**config.mk**
```make
export PLATFORM = sky130hd
export DESIGN_NAME = dual_timer_with_watchdog
export DESIGN_NICKNAME = d
export VERILOG_FILES = /design/src/design/dtw_pkg.sv /design/src/design/dual_timer_with_watchdog.sv
export SDC_FILE = /design/constraint.sdc
export NUM_CORES = 1
export LEC_CHECK = 0
export ABC_AREA = 1
export BUFFER_PORTS_ARGS = -buffer_cell sky130_fd_sc_hd__clkbuf_2
export CAP_MARGIN = 25
export CORE_ASPECT_RATIO = 2
export CORE_MARGIN = 4
export CORE_UTILIZATION = 40
export CTS_BUF_LIST = sky130_fd_sc_hd__clkbuf_8
export DETAILED_ROUTE_END_ITERATION = 12
export PLACE_DENSITY = 0.61
export RECOVER_POWER = 100
export SETUP_SLACK_MARGIN = 0.1
export SLEW_MARGIN = 20
export SYNTH_ARGS = -nofsm -noshare
export SYNTH_HDL_FRONTEND = slang
export SYNTH_SLANG_ARGS = --single-unit
export TNS_END_PERCENT = 100
```
**constraint.sdc**
```tcl
create_clock -name clk -period 3.35 [get_ports clk]
set_clock_uncertainty 0.15 [all_clocks]
set_input_delay 0.67 -clock clk [delete_from_list [all_inputs] [get_ports clk]]
set_output_delay 0.67 -clock clk [all_outputs]
set_load 0.05 [all_outputs]
```
**src/design/dtw_pkg.sv**
```systemverilog
// Shared definitions for the dual timer with watchdog: bus function codes,
// register offsets, control-field positions and watchdog keys.
// No dependencies.
package dtw_pkg;

  localparam int COUNT_WIDTH_DEFAULT = 32;

  // Stream payload widths.
  localparam int S_TDATA_W = 40;  // reg_index, write_data, zero pad
  localparam int S_TUSER_W = 2;   // func
  localparam int M_TDATA_W = 32;  // read_data
  localparam int M_TUSER_W = 3;   // irq_low, irq_high, watchdog_reset

  // Function codes carried in s_tuser.
  localparam logic [1:0] FUNC_TICK  = 2'd0;
  localparam logic [1:0] FUNC_READ  = 2'd1;
  localparam logic [1:0] FUNC_WRITE = 2'd2;

  // Register word offsets.
  localparam logic [3:0] REG_ID      = 4'd0;
  localparam logic [3:0] REG_CNT_LO  = 4'd4;
  localparam logic [3:0] REG_CNT_HI  = 4'd5;
  localparam logic [3:0] REG_PRD_LO  = 4'd6;
  localparam logic [3:0] REG_PRD_HI  = 4'd7;
  localparam logic [3:0] REG_TCR     = 4'd8;
  localparam logic [3:0] REG_TGCR    = 4'd9;
  localparam logic [3:0] REG_WDTCR   = 4'd10;

  // Control field positions.
  localparam int LOW_MODE_SHIFT  = 6;
  localparam int HIGH_MODE_SHIFT = 22;
  localparam int WDEN_BIT        = 14;
  localparam int KEY_SHIFT       = 16;

  // Per-half enable modes in TCR.
  localparam logic [1:0] EN_DISABLED = 2'd0;
  localparam logic [1:0] EN_ONESHOT  = 2'd1;
  localparam logic [1:0] EN_PERIODIC = 2'd2;

  // Timer modes in TGCR bits 3:2.
  localparam logic [1:0] TMODE_UNCHAINED = 2'd1;
  localparam logic [1:0] TMODE_WATCHDOG  = 2'd2;

  // Watchdog keys.
  localparam logic [15:0] KEY_ARM = 16'ha5c6;
  localparam logic [15:0] KEY_GO  = 16'hda7e;

endpackage

```
**src/design/dual_timer_with_watchdog.sv**
```systemverilog
// Dual timer with keyed watchdog: register file, two counters and the
// watchdog sequencer in one module. Depends on dtw_pkg.
//
// Each input transfer loads its result into the result register.
// Throughput: one item per cycle; the result register frees as it drains,
// so a new input is taken while m_tready is high or the register is empty.
// Reset (rst, synchronous, active high) zeroes every counter, period and
// control register, returns the watchdog to idle and empties the result
// register. A watchdog timeout or key violation does the same to the
// register state in the cycle of its result.
module dual_timer_with_watchdog #(
  parameter int COUNT_WIDTH = dtw_pkg::COUNT_WIDTH_DEFAULT
) (
  input  logic                          clk,
  input  logic                          rst,
  // Input stream.
  input  logic                          s_tvalid,
  output logic                          s_tready,
  input  logic [dtw_pkg::S_TDATA_W-1:0] s_tdata,   // [3:0] reg_index, [35:4] write_data,
                                                   // [39:36] zero
  input  logic [dtw_pkg::S_TUSER_W-1:0] s_tuser,   // [1:0] func
  // Result stream.
  output logic                          m_tvalid,
  input  logic                          m_tready,
  output logic [dtw_pkg::M_TDATA_W-1:0] m_tdata,   // [31:0] read_data
  output logic [dtw_pkg::M_TUSER_W-1:0] m_tuser    // [0] irq_low, [1] irq_high,
                                                   // [2] watchdog_reset
);
  import dtw_pkg::*;

  localparam int CW = COUNT_WIDTH;
  localparam logic [CW-1:0] CNT_MAX = {CW{1'b1}};

  typedef enum logic [1:0] {
    PH_IDLE,
    PH_PRE,
    PH_ACTIVE,
    PH_SERVICE
  } phase_t;

  // Architectural state.
  logic [CW-1:0] count_low, count_high, period_low, period_high;
  logic [31:0]   timer_control;
  logic [3:0]    global_control;
  logic          watchdog_enable;
  phase_t        watchdog_phase;

  logic [CW-1:0] count_low_next, count_high_next, period_low_next, period_high_next;
  logic [31:0]   timer_control_next;
  logic [3:0]    global_control_next;
  logic          watchdog_enable_next;
  phase_t        watchdog_phase_next;

  // Result of the item being taken this cycle.
  logic [31:0] rd;
  logic        il, ih, wr;

  // Unpacked input fields.
  logic [1:0]  func;
  logic [3:0]  reg_index;
  logic [31:0] write_data;
  logic [15:0] key;
  logic        wden_eff;
  logic        accept;

  assign func       = s_tuser[1:0];
  assign reg_index  = s_tdata[3:0];
  assign write_data = s_tdata[35:4];
  assign key        = write_data[KEY_SHIFT +: 16];
  assign wden_eff   = watchdog_enable | write_data[WDEN_BIT];

  // Take a new item whenever the result register is empty or draining.
  assign s_tready = !m_tvalid || m_tready;
  assign accept   = s_tvalid && s_tready;

  always_comb begin
    count_low_next       = count_low;
    count_high_next      = count_high;
    period_low_next      = period_low;
    period_high_next     = period_high;
    timer_control_next   = timer_control;
    global_control_next  = global_control;
    watchdog_enable_next = watchdog_enable;
    watchdog_phase_next  = watchdog_phase;
    rd = '0;
    il = 1'b0;
    ih = 1'b0;
    wr = 1'b0;

    case (func)
      FUNC_TICK: begin
        if (global_control[3:2] == TMODE_UNCHAINED) begin
          // Low half: match pulses and returns to zero; one-shot disables itself.
          if (global_control[0] &&
              timer_control[LOW_MODE_SHIFT +: 2] != EN_DISABLED) begin
            if (count_low == period_low) begin
              count_low_next = '0;
              il = 1'b1;
              if (timer_control[LOW_MODE_SHIFT +: 2] == EN_ONESHOT) begin
                timer_control_next[LOW_MODE_SHIFT +: 2] = EN_DISABLED;
              end
            end else begin
              count_low_next = count_low + 1'b1;
            end
          end
          // High half, same rules.
          if (global_control[1] &&
              timer_control[HIGH_MODE_SHIFT +: 2] != EN_DISABLED) begin
            if (count_high == period_high) begin
              count_high_next = '0;
              ih = 1'b1;
              if (timer_control[HIGH_MODE_SHIFT +: 2] == EN_ONESHOT) begin
                timer_control_next[HIGH_MODE_SHIFT +: 2] = EN_DISABLED;
              end
            end else begin
              count_high_next = count_high + 1'b1;
            end
          end
        end else if (global_control[3:2] == TMODE_WATCHDOG &&
                     global_control[1:0] == 2'b11 &&
                     (watchdog_phase == PH_ACTIVE || watchdog_phase == PH_SERVICE)) begin
          // Both halves count as one wide value; timeout on a full match.
          if (count_low == period_low && count_high == period_high) begin
            wr = 1'b1;
          end else if (count_low == CNT_MAX) begin
            count_low_next  = '0;
            count_high_next = count_high + 1'b1;
          end else begin
            count_low_next = count_low + 1'b1;
          end
        end
      end
      FUNC_READ: begin
        case (reg_index)
          REG_CNT_LO: rd = 32'(count_low);
          REG_CNT_HI: rd = 32'(count_high);
          REG_PRD_LO: rd = 32'(period_low);
          REG_PRD_HI: rd = 32'(period_high);
          REG_TCR:    rd = timer_control;
          REG_TGCR:   rd = 32'(global_control);
          REG_WDTCR:  rd = 32'(watchdog_enable) << WDEN_BIT;
          default:    rd = '0;  // id and unmapped offsets read as zero
        endcase
      end
      FUNC_WRITE: begin
        case (reg_index)
          REG_CNT_LO: count_low_next      = write_data[CW-1:0];
          REG_CNT_HI: count_high_next     = write_data[CW-1:0];
          REG_PRD_LO: period_low_next     = write_data[CW-1:0];
          REG_PRD_HI: period_high_next    = write_data[CW-1:0];
          REG_TCR:    timer_control_next  = write_data;
          REG_TGCR:   global_control_next = write_data[3:0];
          REG_WDTCR: begin
            // WDEN sticks until reset or a watchdog reset; keys count only once it is set.
            watchdog_enable_next = wden_eff;
            if (wden_eff) begin
              case (watchdog_phase)
                PH_IDLE: begin
                  if (key == KEY_ARM) watchdog_phase_next = PH_PRE;
                end
                PH_PRE: begin
                  if (key == KEY_GO) watchdog_phase_next = PH_ACTIVE;
                end
                PH_ACTIVE: begin
                  if (key == KEY_ARM) watchdog_phase_next = PH_SERVICE;
                  else wr = 1'b1;
                end
                PH_SERVICE: begin
                  // Service completes: restart the count.
                  if (key == KEY_GO) begin
                    count_low_next      = '0;
                    count_high_next     = '0;
                    watchdog_phase_next = PH_ACTIVE;
                  end else begin
                    wr = 1'b1;
                  end
                end
                default: watchdog_phase_next = PH_IDLE;
              endcase
            end
          end
          default: ;  // id and unmapped offsets ignore writes
        endcase
      end
      default: ;  // unused function code: no effect
    endcase

    // Timeout or violation: return the whole unit to its reset values.
    if (wr) begin
      count_low_next       = '0;
      count_high_next      = '0;
      period_low_next      = '0;
      period_high_next     = '0;
      timer_control_next   = '0;
      global_control_next  = '0;
      watchdog_enable_next = 1'b0;
      watchdog_phase_next  = PH_IDLE;
    end
  end

  // Commit state on each input transfer.
  always_ff @(posedge clk) begin
    if (rst) begin
      count_low       <= '0;
      count_high      <= '0;
      period_low      <= '0;
      period_high     <= '0;
      timer_control   <= '0;
      global_control  <= '0;
      watchdog_enable <= 1'b0;
      watchdog_phase  <= PH_IDLE;
    end else if (accept) begin
      count_low       <= count_low_next;
      count_high      <= count_high_next;
      period_low      <= period_low_next;
      period_high     <= period_high_next;
      timer_control   <= timer_control_next;
      global_control  <= global_control_next;
      watchdog_enable <= watchdog_enable_next;
      watchdog_phase  <= watchdog_phase_next;
    end
  end

  // Result register: load on an input transfer, drop once taken.
  always_ff @(posedge clk) begin
    if (rst) begin
      m_tvalid <= 1'b0;
    end else if (accept) begin
      m_tvalid <= 1'b1;
    end else if (m_tready) begin
      m_tvalid <= 1'b0;
    end
  end

  always_ff @(posedge clk) begin
    if (accept) begin
      m_tdata <= rd;
      m_tuser <= {wr, ih, il};
    end
  end

endmodule

```
==> results of run 1 <==
[worst paths after layout]
path	start	end	slack, ns	cells past startpoint
worst max-delay path	count_low[1]$_SDFFE_PP0P_	count_high[0]$_SDFFE_PP0P_	0.15	15
worst min-delay path	m_tready	m_tvalid$_SDFFE_PP0P_	0.29	4
worst max register to register	count_low[1]$_SDFFE_PP0P_	count_high[0]$_SDFFE_PP0P_	0.15	15
worst min register to register	timer_control[0]$_SDFFE_PP0P_	timer_control[0]$_SDFFE_PP0P_	0.32	2
[power by group]
group / total [W] / switching [W] / internal, W / leakage, nW
registers: 0.00264 / 0.0000870 / 0.00256 / 1.72
logic: 0.000845 / 0.000595 / 0.000250 / 3.20
clock network: 0.00243 / 0.00111 / 0.00132 / 0.411
[worst max-delay path, stage by stage (launching register included)]
cell and delay, ns:
dfxtp_1 0.45, ha_1 0.24, nand2_1 0.07, nor2_2 0.21
nand3_2 0.21, nor2_4 0.18, nand3_2 0.15, nor3b_4 0.41
nor2_1 0.08, nand4_1 0.10, nand2_1 0.10, nor2_4 0.21
buf_6 0.27, nand3_1 0.10, nand2_1 0.07, nor2_1 0.04
[registers in the layout, indices dropped and copies added, names as in the netlist]
register         flops
watchdog_phase       2
global_control       4
timer_control       32
m_tdata             32
period_high         32
count_high          32
count_low           32
m_tvalid             1
m_tuser              3
watchdog_enable      1
period_low          32
[cells in the final DEF, fill, tap and decap left out, types with 35 or more instances in the layout]
cell type / synthesis / final
inv_1: 144 / 157
nor2_1: 301 / 300
o21ai_0: 190 / 193
dfxtp_1: 168 / 168
nand2_1: 365 / 364
xor2_1: 48 / 48
a21oi_1: 116 / 128
clkbuf_2: 1 / 46
buf_4: 10 / 45
clkbuf_1: 67 / 41
clkbuf_8: 0 / 40
nand3_1: 147 / 147
xnor2_1: 41 / 41
edfxtp_1: 35 / 35
[layer usage]
layer	vias to the layer above	global-route usage, %	routed length [um]
li1	6342	-	-
met1	6137	33.5	18700
met2	655	46.1	23300
met3	153	3.22	3390
met4	0	14.2	2800
met5	-	0	0
[area by class of cell]
type                    count  area (um^2)  area share (%)
diodes                      1         2.50          0.0179
clock buffers              40          551            3.94
clock inverters            21          166            1.19
inverters                 157          593            4.24
multi-input cells        1409         6890            49.3
flip-flops and latches    203         4410            31.6
well taps                 418          523            3.74
repair buffers            139          841            6.01
[what timing repair did]
action | 4_1_cts | 5_1_grt
setup endpoints to repair | 0 | 32
hold buffers | 0 | 0
hold endpoints to repair | 0 | 0
gates resized for setup | 0 | 3
[metrics by stage]
step | utilization [%] | total power (W) | hold WS, ns
final | 45.3 | 0.00592 | 0.287
after global routing | 45.3 | 0.00614 | 0.301
after CTS | 45.6 | 0.00595 | 0.270
after detailed placement | 43.3 | 0.00353 | 0.307
after global placement | 43.3 | 0.00352 | 0.293
after floorplan | - | 0.00327 | 0.280
[kinds of logic after synthesis]
kind of cell	after synthesis	synth area share (%)
AND/OR/NAND/NOR	918	31.5
flip-flops	203	35.4
adder cells (fa/ha/maj)	2	0.200
XOR/XNOR	89	6.24
AO/OA/AOI/OAI	400	17.4
buffers and inverters	273	9.28
==> flow_metrics.py, run 1 <==
metrics = {
    "floorplanning": {
        "initial_core_util_pct": 40.5,
        "die-width_um": 133,
        "dieArea_um2": 34300,
        "io_pins": 83,
        "placement_rows": 91,
        "fp.coreArea_um2": 30900,
        "die_height_um": 258,
    },
    "sta": {
        "layout_worst_path_cycle_share_pct": 95.6,
        "layout_setup_ws_ns": 0.147,
        "slew_headroom_pct": -5.90,
        "min_period_ns": 3.20,
        "final-setup-viol-count": 0,
        "worst-slew-pin-transition_ns": 1.59,
        "hold_violations": 0,
        "setup_repair_after_global_routing_missed_its_margin": "false",
        "timing.fmax_mhz": 312,
        "setup-tns-final_ns": 0,
        "number_of_pins_exceeding_their_max_slew_limit_in_the_final_report": 32,
    },
    "final_layout": {
        "share_of_final_layout_standard_cells_stronger_than_drive_strength_1_pct": 9.90,
        "signed_area_change_from_the_synthesized_netlist_to_the_final_layout_pct": 12.0,
        "fin_nets": 1992,
        "fin_area_um2": 14000,
        "finalNonFillerCells": 2388,
        "fill_cells": 3282,
    },
    "min_path": {
        "hp-class": "input pin to register",
    },
    "clocking": {
        "cts.repair_timing.setup_buffer_count": 0,
        "cts.clk_slew.worst_paths_ns": 0.07,
        "cts.sink_count": 203,
        "root_buffer": "clkbuf_8",
        "clock_tree.buffer_depth": 3,
        "cts_tree": "built",
        "clk_lat_worst_skew_ns": 0.56,
        "cts_made_buffers": 34,
        "htree_levels": 2,
    },
    "grt": {
        "grt_use_total_pct": 27.1,
        "largest_net_degree_at_the_start_of_global_routing": 137,
        "global_route_wire_length_before_repair_um": 72800,
        "globalRoute.totalOverflow": 0,
        "grt_pass1_vias": 12700,
        "antenna_violations_before_repair": 1,
    },
    "status": {
        "violations": "capacitance limit, slew limit",
        "outcome": "finished, violations left",
    },
    "placement": {
        "gp_routability_congestion": 0.973,
        "port_buffers": 78,
        "place_area_um2": 13400,
        "place.detailed.hpwl_um": 35100,
        "dp_slack_ns": 0.170,
        "place_inst": 2325,
    },
    "detailed_routing": {
        "detailroute.via_count": 13300,
        "drcViolationCount": 0,
        "final_antenna_net_count": 0,
        "via_per_inst": 5.56,
        "drt-initial-drc-count": 1315,
        "routed_wl_um": 48200,
        "wl_per_cell_um": 20.2,
        "drtPass1Iterations": 6,
    },
    "setup_path": {
        "critical_path.endpoint_type": "register",
        "largest_fanout_on_the_critical_path": 23,
        "cp_class": "register to register",
        "worstSetupStartpointType": "register",
        "critPathArrivalTime_ns": 3.49,
        "cp.required_ns": 3.64,
    },
    "synth": {
        "synth-main-ff-cell": "dfxtp_1",
        "ys_seq_elements": 203,
        "synthesis.yosys.warnings": 0,
        "synth_cell_types": 45,
        "synth_top_cells_by_count": "nand2_1, nor2_1, o21ai_0",
        "post-synth-top-area-fraction_pct": 26.9,
        "synth_largest_area_cell": "dfxtp_1",
        "synth_top_cells_by_area": "dfxtp_1, nand2_1, nor2_1",
        "sequential_cell_area_fraction_in_the_yosys_report_pct": 35.4,
        "syn_nets": 1933,
        "syn_area_um2": 12500,
        "synth_most_common_cell": "nand2_1",
        "proportion_of_register_bits_with_asynchronous_set_or_reset_after_synthesis_pct": 0,
        "postSynthCellCount": 1885,
        "synth-edff-count": 35,
        "synth_area_per_cell_um2": 6.62,
    },
    "power_and_ir_drop": {
        "leakage_nw": 5.33,
        "vdd_ir_drop_max_v": 0.000286,
        "power_density_nw_per_um2": 423,
    },
    "job": {
        "max_cap_viol_count": 1,
    },
}
No activity file was read; power rests on OpenSTA's default activity.
==> inputs of run 2 (changes only) <==
- ABC_AREA: 1 -> default
- clock period: 3.35 -> 3.28 ns (I/O delays scaled with it)
==> flow_metrics.py, run 2 <==
metrics = {
    "setup_path": {
        "cp_class": "register to register",
        "critical_register_to_register_path_startpoint": "count_high[13]$_SDFFE_PP0P_",
        "critical_path.endpoint_type": "register",
        "largest_fanout_on_the_critical_path": 7,
        "timing.reg2reg.setup_slack_ns": 0.16,
        "capture_instance_of_the_worst_register_to_register_path": "count_low[5]$_SDFFE_PP0P_",
        "worstSetupStartpointType": "register",
        "worstRegToRegCells": 10,
        "critPathArrivalTime_ns": 3.50,
        "cp.required_ns": 3.66,
    },
    "final_layout": {
        "antenna_cells_inserted": 0,
        "fin_nets": 1558,
        "signed_area_change_from_the_synthesized_netlist_to_the_final_layout_pct": 23.6,
        "mostFrequentLayoutCells": "nand2_1, a21oi_1, dfxtp_1",
        "finalNonFillerCells": 1883,
        "share_of_final_layout_standard_cells_stronger_than_drive_strength_1_pct": 18.7,
        "fill_cells": 2736,
        "layout_commonest_cell": "nand2_1",
    },
    "power_and_ir_drop": {
        "power_density_nw_per_um2": 422,
        "switching_power_w": 0.00153,
        "combinational_fraction_of_design_power_pct": 10.5,
        "clockPowerShare_pct": 44.4,
        "p_total_w": 0.00575,
        "pwr-share-seq_pct": 45.1,
        "vdd_ir_drop_max_v": 0.000276,
        "leakage_nw": 4.56,
        "switching_share_pct": 26.6,
        "cell_internal_pwr_w": 0.00422,
    },
    "synth": {
        "synth_top_family_by_area": "compound AO/OA/AOI/OAI gates",
        "syn_area_um2": 11000,
        "synth_cell_types": 64,
        "synthSimpleGateAreaFrac_pct": 23.1,
        "ys_seq_elements": 203,
        "synth-compound-area-share_pct": 24.1,
        "synth_most_common_cell": "nand2_1",
        "post-synth-top-area-fraction_pct": 30.5,
        "synthesis.yosys.warnings": 0,
        "synth_largest_area_cell": "dfxtp_1",
        "sequential_cell_area_fraction_in_the_yosys_report_pct": 40.0,
        "synth_top_cells_by_area": "dfxtp_1, edfxtp_1, a21oi_1",
        "post_synth_fa_ha_maj_area_fraction_pct": 0.227,
        "post_synth_mux_area_share_pct": 0.454,
        "postSynthCellCount": 1357,
        "synth_area_per_cell_um2": 8.12,
        "syn_nets": 1405,
        "post_synth_xor_area_fraction_pct": 7.07,
        "synth-main-ff-cell": "dfxtp_1",
        "synth-edff-count": 35,
        "proportion_of_register_bits_with_asynchronous_set_or_reset_after_synthesis_pct": 0,
        "synth_top_cells_by_count": "nand2_1, a21oi_1, dfxtp_1",
    },
    "placement": {
        "dp_slack_ns": -0.137,
        "place.detailed.hpwl_um": 35800,
        "place_inst": 1814,
        "port_buffers": 78,
        "gp_routability_congestion": 1.04,
    },
    "sta": {
        "timing.fmax_mhz": 321,
        "worst-slew-pin-transition_ns": 1.70,
        "hold_violations": 0,
        "layout_setup_ws_ns": 0.161,
        "setup_repair_after_global_routing_missed_its_margin": "false",
        "min_period_ns": 3.12,
        "setup-tns-final_ns": 0,
        "number_of_pins_exceeding_their_max_slew_limit_in_the_final_report": 135,
        "layout_worst_path_cycle_share_pct": 95.1,
        "slew_headroom_pct": -13.5,
        "final-setup-viol-count": 0,
    },
    "clocking": {
        "clk_lat_worst_skew_ns": 0.62,
        "cts.clk_slew.worst_paths_ns": 0.07,
        "cts_made_buffers": 31,
        "cts_tree": "built",
        "htree_levels": 1,
        "root_buffer": "clkbuf_8",
        "cts.hold.buffers_added": 0,
        "clock_tree.buffer_depth": 3,
        "cts.sink_count": 203,
    },
    "detailed_routing": {
        "drtPass1Iterations": 7,
        "via_per_inst": 6.24,
        "wl_per_cell_um": 26.2,
        "routed_wl_um": 49300,
        "drt-initial-drc-count": 1148,
        "detailroute.via_count": 11800,
        "drcViolationCount": 0,
        "final_antenna_net_count": 0,
    },
    "min_path": {
        "timing.hold.worst_endpoint": "m_tvalid$_SDFFE_PP0P_",
        "hold_path_origin": "s_tvalid",
        "hp-class": "input pin to register",
        "whs_path_depth": 3,
    },
    "job": {
        "max_cap_viol_count": 1,
    },
    "floorplanning": {
        "initial_core_util_pct": 40.8,
        "die-width_um": 125,
        "fp.coreArea_um2": 27000,
        "die_height_um": 243,
        "placement_rows": 85,
        "io_pins": 83,
        "dieArea_um2": 30400,
    },
    "grt": {
        "global_route_wire_length_before_repair_um": 71900,
        "globalRoute.totalOverflow": 0,
        "largest_net_degree_at_the_start_of_global_routing": 135,
        "grt_pass1_vias": 11700,
        "grt_use_total_pct": 31.0,
        "antenna_violations_before_repair": 1,
    },
    "status": {
        "violations": "capacitance limit, slew limit",
        "outcome": "finished, violations left",
    },
}
## run 2: metrics by stage
stage | hold slack, ns | cell area [um^2] | utilization [%]
after floorplan | 0.286 | 11000 | -
after global placement | 0.293 | 12700 | 46.9
after detailed placement | 0.300 | 12700 | 46.9
after CTS | 0.127 | 13500 | 50.0
after global routing | 0.161 | 13600 | 50.4
final | 0.147 | 13600 | 50.4
## run 2: kinds of logic after synthesis
kind of cell	Yosys count
buffers and inverters	133
AOI/OAI and AO/OA	405
and+or+nand+nor	520
muxes	5
adders and majority gates	2
xor gates and xnor gates	89
DFF	203
## run 2: critical path, cell delays in order, from the launching register on
cell      delay [ns]
dfxtp_1         0.39
xnor2_1         0.41
nand4_1         0.21
nor4_1          0.29
buf_4           0.18
nand3_1         0.11
o21ba_4         0.30
a211oi_2        0.38
buf_4           0.24
clkbuf_1        0.19
a22o_1          0.16
## run 2: timing repair
action                                  CTS  global route
endpoints found under the setup margin   35           138
gates cloned                              0             2
resized for setup                        15            24
setup buffers                             2             7
pin swaps                                 1             6
## run 2: cell type report
type	instances	area [um^2]	share of cell area [%]
Sequential cell	203	4420	32.4
Tap cell	348	435	3.20
Inverter	16	60.1	0.441
Multi-Input combinational cell	1021	6220	45.6
Clock inverter	19	216	1.59
Timing Repair Buffer	237	1740	12.7
Clock buffer	39	537	3.94
## run 2: worst max path at each step
stage               slack (ns)                        endpoint  depth (start not counted)                   startpoint
detailed placement       -0.14  watchdog_phase[0]$_SDFFE_PP0P_                         10                   s_tdata[2]
finish                    0.16       count_low[5]$_SDFFE_PP0P_                         10  count_high[13]$_SDFFE_PP0P_
CTS                       0.13      count_high[3]$_SDFFE_PP0P_                         11    count_low[0]$_SDFFE_PP0P_
floorplan                 0.12       count_low[5]$_SDFFE_PP0P_                          9                     m_tready
global placement         -0.15  watchdog_phase[0]$_SDFFE_PP0P_                         10                   s_tdata[2]
global route              0.06       count_low[5]$_SDFFE_PP0P_                         11  period_low[24]$_SDFFE_PP0P_
## run 2: power groups by stage
stage	Sequential, W	Clock [W]	Combinational (W)
finish	0.00259	0.00255	0.000601
global route	0.00259	0.00268	0.000627
CTS	0.00259	0.00258	0.000588
global placement	0.00264	0	0.000578
floorplan	0.00271	0	0.000238
detailed placement	0.00265	0	0.000580
## run 2: per-layer routing
layer	wire [um]	vias up	track usage (%)
met2	25100	624	55.3
met3	3420	246	5.65
met1	15800	5602	30.6
met5	13	-	0
met4	5050	2	25.8
li1	-	5283	-
==> inputs of run 3 (changes only) <==
- CTS_BUF_LIST: sky130_fd_sc_hd__clkbuf_8 -> default
==> flow_metrics.py, run 3 (synthesis results as in run 2) <==
metrics = {
    "clocking": {
        "htree_levels": 1,
        "clk_lat_worst_skew_ns": 0.52,
        "clock_tree.buffer_depth": 3,
        "cts_tree": "built",
        "cts_made_buffers": 20,
        "cts.hold.buffers_added": 0,
        "cts.clk_slew.worst_paths_ns": 0.07,
        "cts.sink_count": 203,
        "root_buffer": "clkbuf_16",
    },
    "detailed_routing": {
        "detailroute.via_count": 11700,
        "via_per_inst": 6.28,
        "drtPass1Iterations": 6,
        "final_antenna_net_count": 0,
        "wl_per_cell_um": 26.7,
        "routed_wl_um": 49700,
        "drcViolationCount": 0,
        "drt-initial-drc-count": 1204,
    },
    "final_layout": {
        "mostFrequentLayoutCells": "nand2_1, a21oi_1, dfxtp_1",
        "fin_nets": 1546,
        "antenna_cells_inserted": 0,
        "signed_area_change_from_the_synthesized_netlist_to_the_final_layout_pct": 22.6,
        "layout_commonest_cell": "nand2_1",
        "share_of_final_layout_standard_cells_stronger_than_drive_strength_1_pct": 17.7,
        "fin_area_um2": 13500,
    },
    "setup_path": {
        "critPathArrivalTime_ns": 3.33,
        "largest_fanout_on_the_critical_path": 11,
        "capture_instance_of_the_worst_register_to_register_path": "count_high[27]$_SDFFE_PP0P_",
        "timing.reg2reg.setup_slack_ns": 0.13,
        "critical_path.endpoint_type": "register",
        "worstSetupStartpointType": "register",
        "cp.required_ns": 3.47,
        "critical_register_to_register_path_startpoint": "count_low[0]$_SDFFE_PP0P_",
        "worstRegToRegCells": 11,
        "startpoint": "count_low[0]$_SDFFE_PP0P_",
        "cp_class": "register to register",
        "crit_end": "count_high[27]$_SDFFE_PP0P_",
    },
    "floorplanning": {
        "fp.coreArea_um2": 27000,
        "initial_core_util_pct": 40.8,
        "dieArea_um2": 30400,
        "die-width_um": 125,
        "placement_rows": 85,
        "die_height_um": 243,
        "io_pins": 83,
    },
    "job": {
        "max_cap_viol_count": 1,
    },
    "sta": {
        "timing.fmax_mhz": 318,
        "layout_worst_path_cycle_share_pct": 95.9,
        "final-setup-viol-count": 0,
        "worst-slew-pin-transition_ns": 1.71,
        "min_period_ns": 3.15,
        "setup_repair_after_global_routing_missed_its_margin": "false",
        "hold_violations": 0,
        "setup-tns-final_ns": 0,
        "number_of_pins_exceeding_their_max_slew_limit_in_the_final_report": 135,
        "layout_setup_ws_ns": 0.134,
        "slew_headroom_pct": -14.3,
    },
    "grt": {
        "global_route_wire_length_before_repair_um": 71800,
        "grt_use_total_pct": 31.1,
        "globalRoute.totalOverflow": 0,
        "grt_pass1_vias": 11500,
        "largest_net_degree_at_the_start_of_global_routing": 135,
        "antenna_violations_before_repair": 1,
    },
    "min_path": {
        "hp-class": "input pin to register",
    },
    "placement": {
        "place.detailed.hpwl_um": 35800,
        "place_area_um2": 12700,
        "gp_routability_congestion": 1.04,
        "port_buffers": 78,
        "dp_slack_ns": -0.137,
    },
    "power_and_ir_drop": {
        "p_total_w": 0.00551,
        "leakage_nw": 4.47,
        "power_density_nw_per_um2": 408,
        "vdd_ir_drop_max_v": 0.000364,
    },
    "status": {
        "outcome": "finished, violations left",
        "violations": "capacitance limit, slew limit",
    },
}
## run 3: cell count changes in the layout (fill, tap and decap cells not counted), moves of 2 or more
cell,delta
clkbuf_2,+2
bufinv_16,-5
inv_1,-7
clkbuf_16,+21
clkbuf_1,+2
clkbuf_8,-35
clkinvlp_4,-2
clkbuf_4,+2
clkinv_2,-2
buf_8,-2
## run 3: power by group
part,internal (W),total (W),switching [W]
Clock,0.00127,0.00231,0.00104
Sequential,0.00257,0.00259,0.0000255
Combinational,0.000183,0.000603,0.000420
Total,0.00402,0.00551,0.00149
## run 3: worst min path at each step
stage / depth (start not counted) / slack (ns) / start / end
after floorplan: 2 / 0.29 / timer_control[14]$_SDFFE_PP0P_ / timer_control[14]$_SDFFE_PP0P_
after global placement: 2 / 0.29 / timer_control[12]$_SDFFE_PP0P_ / timer_control[12]$_SDFFE_PP0P_
after detailed placement: 2 / 0.30 / timer_control[12]$_SDFFE_PP0P_ / timer_control[12]$_SDFFE_PP0P_
after CTS: 3 / 0.21 / s_tvalid / m_tvalid$_SDFFE_PP0P_
after global routing: 2 / 0.25 / rst / count_high[14]$_SDFFE_PP0P_
final: 3 / 0.22 / s_tvalid / m_tvalid$_SDFFE_PP0P_
## run 3: repair_timing
action | in CTS | in global routing
setup buffers | 2 | 6
gates resized for setup | 14 | 22
gates cloned | 0 | 2
pin swaps | 1 | 7
endpoints found under the setup margin | 35 | 150
## run 3: metal layers
layer | track usage (%) | share of wire [%]
met4 | 25.8 | 10
met1 | 31.3 | 32
met3 | 5.28 | 7.1
met5 | 0 | 0.026
met2 | 55.2 | 50
## run 3: worst max-delay path, cell delays in order (launching register included)
cell and delay [ns]:
dfxtp_2 0.36, ha_4 0.17, nand3_4 0.08, or4_4 0.56, or4_4 0.56, a211oi_2 0.21, o21ai_2 0.10, a21oi_4 0.18
buf_12 0.14, buf_4 0.19, mux2i_1 0.20, nor2_1 0.05
## run 3: final cells by class
cell class,count,area (um^2)
tap,348,435
timing repair buffer,236,1730
clock inverter,5,35.0
sequential,203,4420
fill,2742,13500
multi-input combinational,1021,6230
clock buffer,30,599
inverter,16,60.1
## run 3: metrics by stage
step	util, %	std cells	hold slack, ns
after floorplan	-	1357	0.286
after global placement	46.9	1814	0.293
after detailed placement	46.9	1814	0.300
after CTS	49.6	1851	0.208
after global routing	50.0	1859	0.254
final	50.0	1859	0.215
